==> config.mk <==
export PLATFORM = sky130hd
export DESIGN_NAME = parsimony_min_plus_join_core
export DESIGN_NICKNAME = d
export VERILOG_FILES = /design/src/sv/pmpj_pkg.sv /design/src/sv/pmpj_front.sv /design/src/sv/pmpj_queue.sv /design/src/sv/pmpj_back.sv /design/src/sv/parsimony_min_plus_join_core.sv
export SDC_FILE = /design/constraint.sdc
export NUM_CORES = 2
export LEC_CHECK = 0
export BUFFER_PORTS_ARGS = -buffer_cell sky130_fd_sc_hd__buf_2
export CAP_MARGIN = 0
export CELL_PAD_IN_SITES_DETAIL_PLACEMENT = 1
export CELL_PAD_IN_SITES_GLOBAL_PLACEMENT = 2
export CORE_MARGIN = 4
export CORE_UTILIZATION = 44
export DETAILED_ROUTE_END_ITERATION = 8
export PLACE_DENSITY_LB_ADDON = 0.1
export SLEW_MARGIN = 20
export SYNTH_ARGS = -nofsm -noshare
export SYNTH_HDL_FRONTEND = slang
export SYNTH_SLANG_ARGS = --single-unit
==> constraint.sdc <==
create_clock -name clk -period 20 [get_ports clk]
set_input_delay 0 -clock clk [delete_from_list [all_inputs] [get_ports clk]]
set_output_delay 0 -clock clk [all_outputs]
set_load 0.005 [all_outputs]
==> src/sv/pmpj_pkg.sv <==
// pmpj_pkg: shared types and constants for the min-plus join core
// no dependencies; imported by every module of the block

package pmpj_pkg;

	// number of state lanes carried on the ports
	localparam int SLOTS = 4;

	// width of the state count register
	localparam int STATES_BITS = 3;

	// width of the configuration register index
	localparam int CFG_INDEX_BITS = 3;

	// configuration register indexes
	localparam logic [CFG_INDEX_BITS-1:0] CFG_STATES = 3'd0;
	localparam logic [CFG_INDEX_BITS-1:0] CFG_ROW0   = 3'd1;

	// state count after reset
	localparam logic [STATES_BITS-1:0] STATES_RESET = 3'd4;

	// queue depth between front and back
	localparam int QUEUE_DEPTH = 2;
	localparam int QUEUE_PTR_BITS = 1;
	localparam int QUEUE_CNT_BITS = 2;

	// queue status seen by both sides
	typedef struct packed {
		logic full;
		logic empty;
	} queue_status_t;

endpackage

==> src/sv/pmpj_front.sv <==
// pmpj_front: accepts child transactions, masks unused states and
// computes the min-plus vector into a stage register; uses pmpj_pkg

module pmpj_front
	import pmpj_pkg::*;
#(
	parameter int NUM_STATES = 4,
	parameter int SCORE_BITS = 16,
	parameter int COST_BITS  = 8
) (
	input  logic                                        clk,
	input  logic                                        arst_n,
	input  logic                                        child_valid,
	output logic                                        child_stall,
	input  logic [SLOTS-1:0][SCORE_BITS-1:0]            child_score,
	input  logic                                        last_child,
	input  logic [STATES_BITS-1:0]                      n_eff,
	input  logic [NUM_STATES-1:0][SLOTS*COST_BITS-1:0]  cost_rows,
	input  queue_status_t                               q_status,
	output logic                                        push,
	output logic [NUM_STATES-1:0][SCORE_BITS-1:0]       push_best,
	output logic                                        push_last
);

	localparam int SW = ((SCORE_BITS > COST_BITS) ? SCORE_BITS : COST_BITS) + 1;
	localparam logic [SCORE_BITS-1:0] INF = {SCORE_BITS{1'b1}};

	// saturating cost plus score
	function automatic logic [SCORE_BITS-1:0] sat_term(
		input logic [COST_BITS-1:0]  c,
		input logic [SCORE_BITS-1:0] s
	);
		logic [SW-1:0] sum;
		sum = SW'(c) + SW'(s);
		if (s == INF || sum >= SW'(INF)) begin
			return INF;
		end
		return sum[SCORE_BITS-1:0];
	endfunction

	logic                                  valid_s1;
	logic                                  last_s1;
	logic [NUM_STATES-1:0][SCORE_BITS-1:0] best_s1;
	logic [NUM_STATES-1:0][SCORE_BITS-1:0] child_m;
	logic [NUM_STATES-1:0][SCORE_BITS-1:0] best_c;
	logic                                  accept;

	// stall only while the stage holds a transaction the queue cannot take
	assign child_stall = valid_s1 & q_status.full;
	assign accept      = child_valid & ~child_stall;
	assign push        = valid_s1 & ~q_status.full;
	assign push_best   = best_s1;
	assign push_last   = last_s1;

	// child states at or beyond the state count read as infinity
	always_comb begin
		for (int j = 0; j < NUM_STATES; j++) begin
			child_m[j] = (STATES_BITS'(j) < n_eff) ? child_score[j] : INF;
		end
	end

	// min-plus row per parent state
	always_comb begin
		logic [SCORE_BITS-1:0] t;
		for (int i = 0; i < NUM_STATES; i++) begin
			best_c[i] = INF;
			for (int j = 0; j < NUM_STATES; j++) begin
				t = sat_term(cost_rows[i][j*COST_BITS +: COST_BITS], child_m[j]);
				if (t < best_c[i]) begin
					best_c[i] = t;
				end
			end
			if (!(STATES_BITS'(i) < n_eff)) begin
				best_c[i] = INF;
			end
		end
	end

	// stage valid
	always_ff @(posedge clk or negedge arst_n) begin
		if (!arst_n) begin
			valid_s1 <= 1'b0;
		end else if (accept) begin
			valid_s1 <= 1'b1;
		end else if (push) begin
			valid_s1 <= 1'b0;
		end
	end

	// stage payload
	always_ff @(posedge clk) begin
		if (accept) begin
			best_s1 <= best_c;
			last_s1 <= last_child;
		end
	end

endmodule

==> src/sv/pmpj_queue.sv <==
// pmpj_queue: short fifo that decouples the front stage from the back
// uses pmpj_pkg for depth constants and the status struct

module pmpj_queue
	import pmpj_pkg::*;
#(
	parameter int DATA_BITS = 65
) (
	input  logic                 clk,
	input  logic                 arst_n,
	input  logic                 push,
	input  logic [DATA_BITS-1:0] push_data,
	input  logic                 pop,
	output logic [DATA_BITS-1:0] head_data,
	output queue_status_t        status
);

	logic [DATA_BITS-1:0]      mem_q [QUEUE_DEPTH];
	logic [QUEUE_PTR_BITS-1:0] wr_ptr_q;
	logic [QUEUE_PTR_BITS-1:0] rd_ptr_q;
	logic [QUEUE_CNT_BITS-1:0] count_q;

	assign status.full  = (count_q == QUEUE_CNT_BITS'(QUEUE_DEPTH));
	assign status.empty = (count_q == '0);
	assign head_data    = mem_q[rd_ptr_q];

	// pointers and fill count
	always_ff @(posedge clk or negedge arst_n) begin
		if (!arst_n) begin
			wr_ptr_q <= '0;
			rd_ptr_q <= '0;
			count_q  <= '0;
		end else begin
			if (push) begin
				wr_ptr_q <= wr_ptr_q + 1'b1;
			end
			if (pop) begin
				rd_ptr_q <= rd_ptr_q + 1'b1;
			end
			case ({push, pop})
				2'b10:   count_q <= count_q + 1'b1;
				2'b01:   count_q <= count_q - 1'b1;
				default: count_q <= count_q;
			endcase
		end
	end

	// entry storage
	always_ff @(posedge clk) begin
		if (push) begin
			mem_q[wr_ptr_q] <= push_data;
		end
	end

endmodule

==> src/sv/pmpj_back.sv <==
// pmpj_back: accumulates min-plus vectors into running sums and drives
// the parent output register; uses pmpj_pkg

module pmpj_back
	import pmpj_pkg::*;
#(
	parameter int NUM_STATES = 4,
	parameter int SCORE_BITS = 16
) (
	input  logic                                  clk,
	input  logic                                  arst_n,
	input  queue_status_t                         q_status,
	input  logic [NUM_STATES-1:0][SCORE_BITS-1:0] head_best,
	input  logic                                  head_last,
	output logic                                  pop,
	output logic                                  parent_valid,
	input  logic                                  parent_stall,
	output logic [NUM_STATES-1:0][SCORE_BITS-1:0] parent_score
);

	localparam logic [SCORE_BITS-1:0] INF = {SCORE_BITS{1'b1}};

	// saturating score add
	function automatic logic [SCORE_BITS-1:0] sat_add(
		input logic [SCORE_BITS-1:0] a,
		input logic [SCORE_BITS-1:0] b
	);
		logic [SCORE_BITS:0] sum;
		sum = {1'b0, a} + {1'b0, b};
		if (a == INF || b == INF || sum >= {1'b0, INF}) begin
			return INF;
		end
		return sum[SCORE_BITS-1:0];
	endfunction

	logic [NUM_STATES-1:0][SCORE_BITS-1:0] run_q;
	logic [NUM_STATES-1:0][SCORE_BITS-1:0] sum_c;
	logic [NUM_STATES-1:0][SCORE_BITS-1:0] parent_score_q;
	logic                                  parent_valid_q;

	// a non-final child needs no room in the output register
	assign pop = ~q_status.empty & (~head_last | ~parent_valid_q | ~parent_stall);

	assign parent_valid = parent_valid_q;
	assign parent_score = parent_score_q;

	// running sum plus this child
	always_comb begin
		for (int i = 0; i < NUM_STATES; i++) begin
			sum_c[i] = sat_add(run_q[i], head_best[i]);
		end
	end

	// accumulators, cleared after the final child
	always_ff @(posedge clk or negedge arst_n) begin
		if (!arst_n) begin
			run_q <= '0;
		end else if (pop) begin
			run_q <= head_last ? '0 : sum_c;
		end
	end

	// output valid
	always_ff @(posedge clk or negedge arst_n) begin
		if (!arst_n) begin
			parent_valid_q <= 1'b0;
		end else if (pop && head_last) begin
			parent_valid_q <= 1'b1;
		end else if (!parent_stall) begin
			parent_valid_q <= 1'b0;
		end
	end

	// output payload
	always_ff @(posedge clk) begin
		if (pop && head_last) begin
			parent_score_q <= sum_c;
		end
	end

endmodule

==> src/sv/parsimony_min_plus_join_core.sv <==
// parsimony_min_plus_join_core: top level of the min-plus join block
// holds the configuration registers; uses pmpj_pkg, pmpj_front,
// pmpj_queue and pmpj_back
//
//   channel   handshake                 payload
//   child     child_valid/child_stall   child_score_zero..three, last_child
//   parent    parent_valid/parent_stall parent_score_zero..three
//   config    cfg_we                    cfg_index, cfg_data
//
// one child transaction per cycle, sustained while child_stall is low; the
// min-plus row sits in the front stage, the saturating accumulate in the back,
// and a final child's vector passes the queue into the parent output register.
// reset sets the state count to four, clears the cost rows and running sums.
// a two-entry queue lets the back drain while the parent side stalls only on
// final children; child_stall rises when the front stage and queue are full.

module parsimony_min_plus_join_core
	import pmpj_pkg::*;
#(
	parameter int NUM_STATES = 4,
	parameter int SCORE_BITS = 16,
	parameter int COST_BITS  = 8
) (
	input  logic                         clk,
	input  logic                         arst_n,
	input  logic                         cfg_we,
	input  logic [CFG_INDEX_BITS-1:0]    cfg_index,
	input  logic [SLOTS*COST_BITS-1:0]   cfg_data,
	input  logic                         child_valid,
	output logic                         child_stall,
	input  logic [SCORE_BITS-1:0]        child_score_zero,
	input  logic [SCORE_BITS-1:0]        child_score_one,
	input  logic [SCORE_BITS-1:0]        child_score_two,
	input  logic [SCORE_BITS-1:0]        child_score_three,
	input  logic                         last_child,
	output logic                         parent_valid,
	input  logic                         parent_stall,
	output logic [SCORE_BITS-1:0]        parent_score_zero,
	output logic [SCORE_BITS-1:0]        parent_score_one,
	output logic [SCORE_BITS-1:0]        parent_score_two,
	output logic [SCORE_BITS-1:0]        parent_score_three
);

	localparam int ROW_BITS  = SLOTS * COST_BITS;
	localparam int DATA_BITS = NUM_STATES * SCORE_BITS + 1;
	localparam logic [SCORE_BITS-1:0] INF = {SCORE_BITS{1'b1}};

	logic [STATES_BITS-1:0]               states_q;
	logic [NUM_STATES-1:0][ROW_BITS-1:0]  cost_q;
	logic [STATES_BITS-1:0]               n_eff;
	logic [SLOTS-1:0][SCORE_BITS-1:0]     child_all;
	logic [SLOTS-1:0][SCORE_BITS-1:0]     parent_all;

	logic                                  push;
	logic [NUM_STATES-1:0][SCORE_BITS-1:0] push_best;
	logic                                  push_last;
	logic                                  pop;
	logic [DATA_BITS-1:0]                  head_data;
	queue_status_t                         q_status;
	logic [NUM_STATES-1:0][SCORE_BITS-1:0] back_score;

	// configuration registers
	always_ff @(posedge clk or negedge arst_n) begin
		if (!arst_n) begin
			states_q <= STATES_RESET;
			cost_q   <= '0;
		end else if (cfg_we) begin
			if (cfg_index == CFG_STATES) begin
				states_q <= cfg_data[STATES_BITS-1:0];
			end
			for (int r = 0; r < NUM_STATES; r++) begin
				if (cfg_index == CFG_ROW0 + CFG_INDEX_BITS'(r)) begin
					cost_q[r] <= cfg_data;
				end
			end
		end
	end

	// state count clamped to the lanes built
	assign n_eff = (states_q > STATES_BITS'(NUM_STATES)) ? STATES_BITS'(NUM_STATES)
		: states_q;

	assign child_all[0] = child_score_zero;
	assign child_all[1] = child_score_one;
	assign child_all[2] = child_score_two;
	assign child_all[3] = child_score_three;

	pmpj_front #(
		.NUM_STATES (NUM_STATES),
		.SCORE_BITS (SCORE_BITS),
		.COST_BITS  (COST_BITS)
	) u_front (
		.clk         (clk),
		.arst_n      (arst_n),
		.child_valid (child_valid),
		.child_stall (child_stall),
		.child_score (child_all),
		.last_child  (last_child),
		.n_eff       (n_eff),
		.cost_rows   (cost_q),
		.q_status    (q_status),
		.push        (push),
		.push_best   (push_best),
		.push_last   (push_last)
	);

	pmpj_queue #(
		.DATA_BITS (DATA_BITS)
	) u_queue (
		.clk       (clk),
		.arst_n    (arst_n),
		.push      (push),
		.push_data ({push_last, push_best}),
		.pop       (pop),
		.head_data (head_data),
		.status    (q_status)
	);

	pmpj_back #(
		.NUM_STATES (NUM_STATES),
		.SCORE_BITS (SCORE_BITS)
	) u_back (
		.clk          (clk),
		.arst_n       (arst_n),
		.q_status     (q_status),
		.head_best    (head_data[DATA_BITS-2:0]),
		.head_last    (head_data[DATA_BITS-1]),
		.pop          (pop),
		.parent_valid (parent_valid),
		.parent_stall (parent_stall),
		.parent_score (back_score)
	);

	// lanes beyond the built state count read as infinity
	always_comb begin
		for (int k = 0; k < SLOTS; k++) begin
			parent_all[k] = INF;
		end
		for (int k = 0; k < NUM_STATES; k++) begin
			parent_all[k] = back_score[k];
		end
	end

	assign parent_score_zero  = parent_all[0];
	assign parent_score_one   = parent_all[1];
	assign parent_score_two   = parent_all[2];
	assign parent_score_three = parent_all[3];

endmodule

=== Word-level counts from Yosys, hierarchy flattened ===
Memory sizes are Yosys's and may differ from the RTL's.
Index checks and enable logic that the tools add are counted.

* Register bits after elaboration: 330
* Latch bits: 0
* Bits in writable memories: 130
* Memory bits (read-only): 0
* Input bits: 105
* Output and inout bits: 66
* Word-level logic and storage cells: 244
* Memories kept: 1

{| class="wikitable"
|+ Memory list
! name !! words !! width !! rd ports !! clocked after Yosys merged registers in !! wr ports !! RTL line !! text
|-
| u_queue.mem_q || 2 || 65 || 1 || 0 || 1 || pmpj_queue.sv:18 || <nowiki>logic [DATA_BITS-1:0] mem_q [QUEUE_DEPTH];</nowiki>
|}

* $add $sub $neg: 24
* $mul: 0
* Divide/modulo/power cells: 0
* Magnitude comparators: 41
* Equality and inequality tests: 20
* Shifts and indexed selects: 0
* Multiplexer cells: 89
* Bitwise logic cells: 12
* Reduce and logical (&&, ||, !) cells: 34

{| class="wikitable"
|+ Operator list
! cell !! count
|-
| two-way mux 16 bit || 60
|-
| >= comparator 17 x 16 -> 1 bit (second input constant) || 20
|-
| adder 8 x 16 -> 17 bit || 16
|-
| equality test 16 bit (second input constant) || 12
|-
| < comparator 16 bit || 12
|-
| adder 16 x 16 -> 17 bit || 4
|-
| < comparator 16 bit (second input constant) || 4
|-
| two-way mux 64 bit || 1
|-
| two-way mux 1 bit || 26
|-
| logical OR 1 bit || 24
|-
| AND reduction 2 bit || 5
|-
| equality test 3 x 2 -> 1 bit (second input constant) || 2
|-
| < comparator 1 x 3 -> 1 bit (first input constant) || 2
|-
| < comparator 2 x 3 -> 1 bit (first input constant) || 2
|-
| inverter 1 bit || 6
|-
| bitwise AND 1 bit || 4
|-
| equality test 2 bit (second input constant) || 2
|-
| one-hot mux 2 bit (2 select lines) || 1
|-
| nonzero test 2 bit || 2
|-
| equality test 3 x 1 -> 1 bit (second input constant) || 1
|-
| equality test 3 bit (second input constant) || 1
|-
| greater-than comparator 3 bit (second input constant) || 1
|-
| zero test 3 bit || 1
|-
| two-way mux 3 bit || 1
|-
| other kinds (8) || 10
|}

=== Depth between registers and ports, before layout ===
* Depth in word-level cells: 17
* Mapped depth: 54
* Mapped depth without buffers: 48

=== By module ===
Synthesis repeated with hierarchy kept, for this count alone.

* Cells, all modules: 3839
* Area, all modules: 37305.8 um^2

{| class="wikitable"
|+ By module, submodules not included
! module !! times used !! cells each !! area an instance (um^2) !! seq. area each (um^2)
|-
| pmpj_front || 1 || 2622 || 19601.3 || 1976.9
|-
| pmpj_back || 1 || 714 || 7553.5 || 3548.4
|-
| parsimony_min_plus_join_core || 1 || 285 || 5114.9 || 3279.4
|-
| pmpj_queue || 1 || 218 || 5036.1 || 4003.8
|}

=== Worst setup path after synthesis ===
Ideal clock, no wire load.

* Kind: flip-flop to flip-flop
* Start: reg states_q[2]
* End: reg u_front.best_s1 (netlist bit u_front.push_best[10]) (data pin)
* Library setup time: 260 ps
* Arrival time: 9917 ps
* Required time: 19740 ps
* Slack: 9823 ps
* Cell stages (with the launch flop): 46
* Buffers on the path: 3
* Period minus slack after synthesis: 10177 ps
* Path through: dfstp_2 buf_6 or2_2 buf_4 clkbuf_1 nand2b_1 ha_1 inv_1 fa_1 or3_1 or4_1 or4_4 o41ai_4 nand2b_1 ha_1 and4_1 a221o_1 a221oi_1 [... 10 more ...] nand2b_1 nor2b_1 a31oi_4 mux2i_1 inv_1 ha_1 a21o_1 a21oi_1 nor2b_1 o21ai_0 nand2b_1 a21oi_1 nor2b_1 o21ai_0 nand2_1 or4b_1 o21ai_4 mux2_2

* Word-level cells in the longest chain between the ends: 17
* Elaborated cells on any way between the ends: 42
* Classes of those cells: 4 x add/sub; 13 x order compare; 4 x eq/ne; 17 x mux; 4 x reduce/logical

{| class="wikitable"
|+ RTL lines
! item !! RTL line !! text
|-
| from (decl) || parsimony_min_plus_join_core.sv:48 || <nowiki>logic [STATES_BITS-1:0] states_q;</nowiki>
|-
| from (signal assigned) || parsimony_min_plus_join_core.sv:69 || <nowiki>states_q <= cfg_data[STATES_BITS-1:0];</nowiki>
|-
| greater-than comparator 3 bit || parsimony_min_plus_join_core.sv:80 || <nowiki>assign n_eff = (states_q > STATES_BITS'(NUM_STATES)) ? STATES_BITS'(NUM_STATES)</nowiki>
|-
| two-way mux 3 bit * || parsimony_min_plus_join_core.sv:80 ||
|-
| < comparator 1 x 3 -> 1 bit || pmpj_front.sv:58, pmpj_front.sv:73 ||
|-
| two-way mux 16 bit || pmpj_front.sv:58 || <nowiki>child_m[j] = (STATES_BITS'(j) < n_eff) ? child_score[j] : INF;</nowiki>
|-
| adder 8 x 16 -> 17 bit || pmpj_front.sv:34 || <nowiki>sum = SW'(c) + SW'(s);</nowiki>
|-
| >= comparator 17 x 16 -> 1 bit || pmpj_front.sv:35 || <nowiki>if (s == INF || sum >= SW'(INF)) begin</nowiki>
|-
| logical OR 1 bit || pmpj_front.sv:35 ||
|-
| two-way mux 1 bit || pmpj_front.sv:35 ||
|-
| two-way mux 16 bit || pmpj_front.sv:38 || <nowiki>return sum[SCORE_BITS-1:0];</nowiki>
|-
| < comparator 16 bit || pmpj_front.sv:69 || <nowiki>if (t < best_c[i]) begin</nowiki>
|-
| two-way mux 16 bit || pmpj_front.sv:69 ||
|-
| < comparator 16 bit || pmpj_front.sv:69 ||
|-
| two-way mux 16 bit || pmpj_front.sv:69 ||
|-
| < comparator 16 bit || pmpj_front.sv:69 ||
|-
| two-way mux 16 bit || pmpj_front.sv:69 ||
|-
| < comparator 16 bit || pmpj_front.sv:69 ||
|-
| two-way mux 16 bit || pmpj_front.sv:69 ||
|-
| to (signal assigned) || pmpj_front.sv:93 || <nowiki>best_s1 <= best_c;</nowiki>
|-
| to (decl) || pmpj_front.sv:43 || <nowiki>logic [NUM_STATES-1:0][SCORE_BITS-1:0] best_s1;</nowiki>
|}

Every way passes the cells marked *; elsewhere a longest branch is shown, timed or not.
A chain may end at the register's enable or synchronous reset.

=== Worst setup path after layout ===
* Start: reg states_q[2]
* End: reg u_front.best_s1 (netlist bit u_front.push_best[45]) (data pin)

* Word-level cells in the longest chain between the ends: 17
* Elaborated cells on any way between the ends: 42
* Classes of those cells: 4 x add/sub; 13 x order compare; 4 x eq/ne; 17 x mux; 4 x reduce/logical

{| class="wikitable"
|+ RTL lines
! item !! RTL line
|-
| greater-than comparator 3 bit || parsimony_min_plus_join_core.sv:80
|-
| two-way mux 3 bit * || parsimony_min_plus_join_core.sv:80
|-
| < comparator 1 x 3 -> 1 bit || pmpj_front.sv:58
|-
| two-way mux 16 bit || pmpj_front.sv:58
|-
| adder 8 x 16 -> 17 bit || pmpj_front.sv:34
|-
| >= comparator 17 x 16 -> 1 bit || pmpj_front.sv:35
|-
| logical OR 1 bit || pmpj_front.sv:35
|-
| two-way mux 1 bit || pmpj_front.sv:35
|-
| two-way mux 16 bit || pmpj_front.sv:38
|-
| < comparator 16 bit || pmpj_front.sv:69
|-
| two-way mux 16 bit || pmpj_front.sv:69
|-
| < comparator 16 bit || pmpj_front.sv:69
|-
| two-way mux 16 bit || pmpj_front.sv:69
|-
| < comparator 16 bit || pmpj_front.sv:69
|-
| two-way mux 16 bit || pmpj_front.sv:69
|-
| < comparator 16 bit || pmpj_front.sv:69
|-
| two-way mux 16 bit || pmpj_front.sv:69
|}

Marked as above.

==> results.toml <==
[worst_setup_path]
cp_top_family = "compound AO/OA/AOI/OAI gates"
r2r_cells = 42
path_buf_inv = 2
cp.arrival_ns = 13.55
r2r_start = "states_q[2]$_DFFE_PN1P_"
cpMostUsedCell = "a21o_1"
rrSetupSlack_ns = 6.89
worstPathRequired_ns = 20.44
path_max_fanout = 47
cp-end-kind = "register"
cp_slowest_cell = "o41ai_4"
cpPeakStageDelay_ns = 0.89
worstReg2RegEnd = "u_front.push_best[45]$_SDFFCE_PP1P_"
crit_path_start_kind = "register"
criticalPathCategory = "reg2reg"

[timing]
fin_skew_ns = 0.0217
finalSetupViolCount = 0
fin_crit_sh_pct = 65.6
fmax_ghz = 0.0763
timing.final.crit_period_ns = 13.11
rsz0062_at_grt = "false"
hold_viol = 0
worst_slew_pin_slew_ns = 1.06
max_slew_margin_pct = 28.7
finalSetupTns_ns = 0
slew_violations = 0

[synthesis]
synth_edf_count = 259
synth_area_leader_cell = "edfxtp_1"
ys_seq_area_share_pct = 34.8
synth_fp_nets = 4347
ys_seq_elements = 460
yosys.cell_count.top_type = "ha_1"
avgSynthCellArea_sq_um = 9.56
yosysWarnings = 0
yosys-top-cells-count = "ha_1, nand2_1, edfxtp_1, nor2_1, o21ai_0"
mappedNetlistArea_sq_um = 36800
synth_largest_type_area_fraction_pct = 21.1
synthCells = 3853
synth_async_sr_flop_share_pct = 43.7
ys_types = 103
synthTopCellsByArea = "edfxtp_1, dfrtp_1, ha_1"
ys.flop_type = "edfxtp_1"

[die]
rows = 105
die_area_sq_um = 88400
initial_utilization_pct = 44.6
die_h_um = 297
floorplan.core_area_sq_um = 82500
die_w_um = 297
boundaryPins = 171

[placement]
gp_congestion = 0.955
io_buffers = 170
hpwl_mm = 108

[detailed_routing]
vias = 31400
ant_nets = 0
drt_iter0_markers = 2076
totalWireLength_mm = 135
dr.pass1.iters = 7
viasPerCell = 6.10
wl_per_cell_um = 26.2
drcViolationCount = 0

[clock_tree]
cts_made_buffers = 52
cts_resized = 0
cts_tree = "done"
clock_path_buffers = 3
cts_htree_levels = 2
cts_setup_buffers = 0
cts_hold_buf = 44
path_clk_slew_ns = 0.06
ctsRootBufferMaster = "clkbuf_16"
cts.sinks = 460
clk-insertion-delay-late_ns = 0.64

[worst_hold_path]
holdCritStartpoint = "cfg_index[2]"
min_path_type = "in2reg"
holdPathEnd = "states_q[2]$_DFFE_PN1P_"
whs_path_depth = 4

[run_status]
status = "completed"

[grt]
grt_pass1_wl_mm = 205
first_global_vias = 32300
grt_max_degree = 70
grtUsageTotal_pct = 29.9
antenna_found_initial = 1
grt_overflow = 0

[layout]
syn2layout_area_growth_pct = 11.5
fill_cells = 9374
fin_nets = 4532
drive_above_1_share_pct = 15.9

[run]
maxCapViolCount = 0
==> kinds of logic (layout without fill, tap and decap cells) <==
group / Yosys count / count (layout) / share of synthesized area (%)
and+or+nand+nor: 1167 / 1167 / 15.9
AOI/OAI and AO/OA: 1085 / 1085 / 20.0
DFF: 460 / 460 / 34.8
adders and majority gates: 390 / 390 / 13.6
buffers and inverters: 294 / 520 / 3.20
muxes: 264 / 264 / 7.91
xor gates and xnor gates: 193 / 193 / 4.59
other: 0 / 2 / 0
==> worst max path at each step <==
stage                            startpoint                             endpoint  slack, ns  cells past startpoint
finish              states_q[2]$_DFFE_PN1P_  u_front.push_best[45]$_SDFFCE_PP1P_       6.89                     42
global route        states_q[2]$_DFFE_PN1P_  u_front.push_best[45]$_SDFFCE_PP1P_       5.60                     43
CTS                 states_q[2]$_DFFE_PN1P_  u_front.push_best[45]$_SDFFCE_PP1P_       7.01                     42
detailed placement  states_q[2]$_DFFE_PN1P_  u_front.push_best[45]$_SDFFCE_PP1P_       7.05                     42
global placement    states_q[2]$_DFFE_PN1P_  u_front.push_best[45]$_SDFFCE_PP1P_       7.18                     41
floorplan           states_q[2]$_DFFE_PN1P_  u_front.push_best[10]$_SDFFCE_PP1P_       9.82                     45
==> through the flow <==
stage | std cells | instance area [sq um] | hold WS, ns | worst slack [ns] | utilization [%]
5_1_grt | 5149 | 41100 | 0.0579 | 5.60 | 49.8
2_1_floorplan | 3853 | 36800 | -0.296 | 9.82 | -
6_report | 5151 | 41100 | 0.0686 | 6.89 | 49.8
3_3_place_gp | 5010 | 38900 | 0.0751 | 7.18 | 47.2
4_1_cts | 5149 | 41100 | 0.0279 | 7.01 | 49.8
3_5_place_dp | 5010 | 38900 | 0.0733 | 7.05 | 47.2
==> cells in the final DEF, fill, tap and decap left out, types with 13 or more instances in the layout <==
| cell | instances |
|---|---|
| ha_1 | 369 |
| nand2_1 | 314 |
| edfxtp_1 | 259 |
| nor2_1 | 256 |
| o21ai_0 | 245 |
| mux2_2 | 218 |
| a21oi_1 | 215 |
| dfrtp_1 | 199 |
| buf_2 | 169 |
| inv_1 | 165 |
| a21o_1 | 133 |
| xnor2_1 | 121 |
| nand2b_1 | 115 |
| nand3_1 | 81 |
| nand4_1 | 80 |
| xor2_1 | 72 |
| a22o_1 | 63 |
| or2_2 | 60 |
| clkbuf_16 | 54 |
| nor2b_1 | 52 |
| a31oi_1 | 48 |
| mux2i_1 | 46 |
| buf_4 | 46 |
| nor3_1 | 43 |
| dlygate4sd3_1 | 43 |
| a211oi_1 | 41 |
| o21a_1 | 40 |
| o21bai_1 | 38 |
| and2_1 | 38 |
| nor4_1 | 27 |
| o31ai_1 | 26 |
| o211ai_1 | 23 |
| fa_1 | 20 |
| and3_1 | 19 |
| o22ai_1 | 17 |
| a211o_1 | 16 |
| o31a_1 | 14 |
| o2111ai_1 | 14 |
| or3_1 | 13 |
| clkinv_2 | 13 |
==> per-layer routing <==
layer	track usage, %	wire length (um)
met2	48.8	61300
met4	12.5	6740
met3	3.31	6230
met5	0	0
met1	40.5	60400
==> tightest hold or removal path, cell delays in order <==
cell and delay [ns]:
buf_2 0.09, nor2b_1 0.07, nor3b_2 0.26, o21ai_0 0.22
==> registers in the layout, summed over array words and instances, names as in the netlist <==
| name | cells |
|---|---|
| u_front.valid_s1 | 1 |
| u_front.push_best | 64 |
| u_front.push_last | 1 |
| u_queue.rd_ptr_q | 1 |
| u_queue.wr_ptr_q | 1 |
| u_back.parent_score | 64 |
| states_q | 3 |
| u_queue.count_q | 2 |
| u_back.parent_valid | 1 |
| u_back.run_q | 64 |
| cost_q | 128 |
| u_queue.mem_q | 130 |
==> cell type report <==
type | instances | area [sq um] | area share (%)
inverter | 165 | 619 | 1.51
timing repair buffer | 260 | 1660 | 4.03
tap | 1070 | 1340 | 3.26
clock inverter | 26 | 243 | 0.591
clock buffer | 69 | 1470 | 3.57
multi-input combinational | 3099 | 22900 | 55.8
antenna | 2 | 5.00 | 0.0122
sequential | 460 | 12800 | 31.2
Power is left out: the tool's default activity adds up to more than one toggle a clock period on the data nets, which glitch-free logic cannot reach.
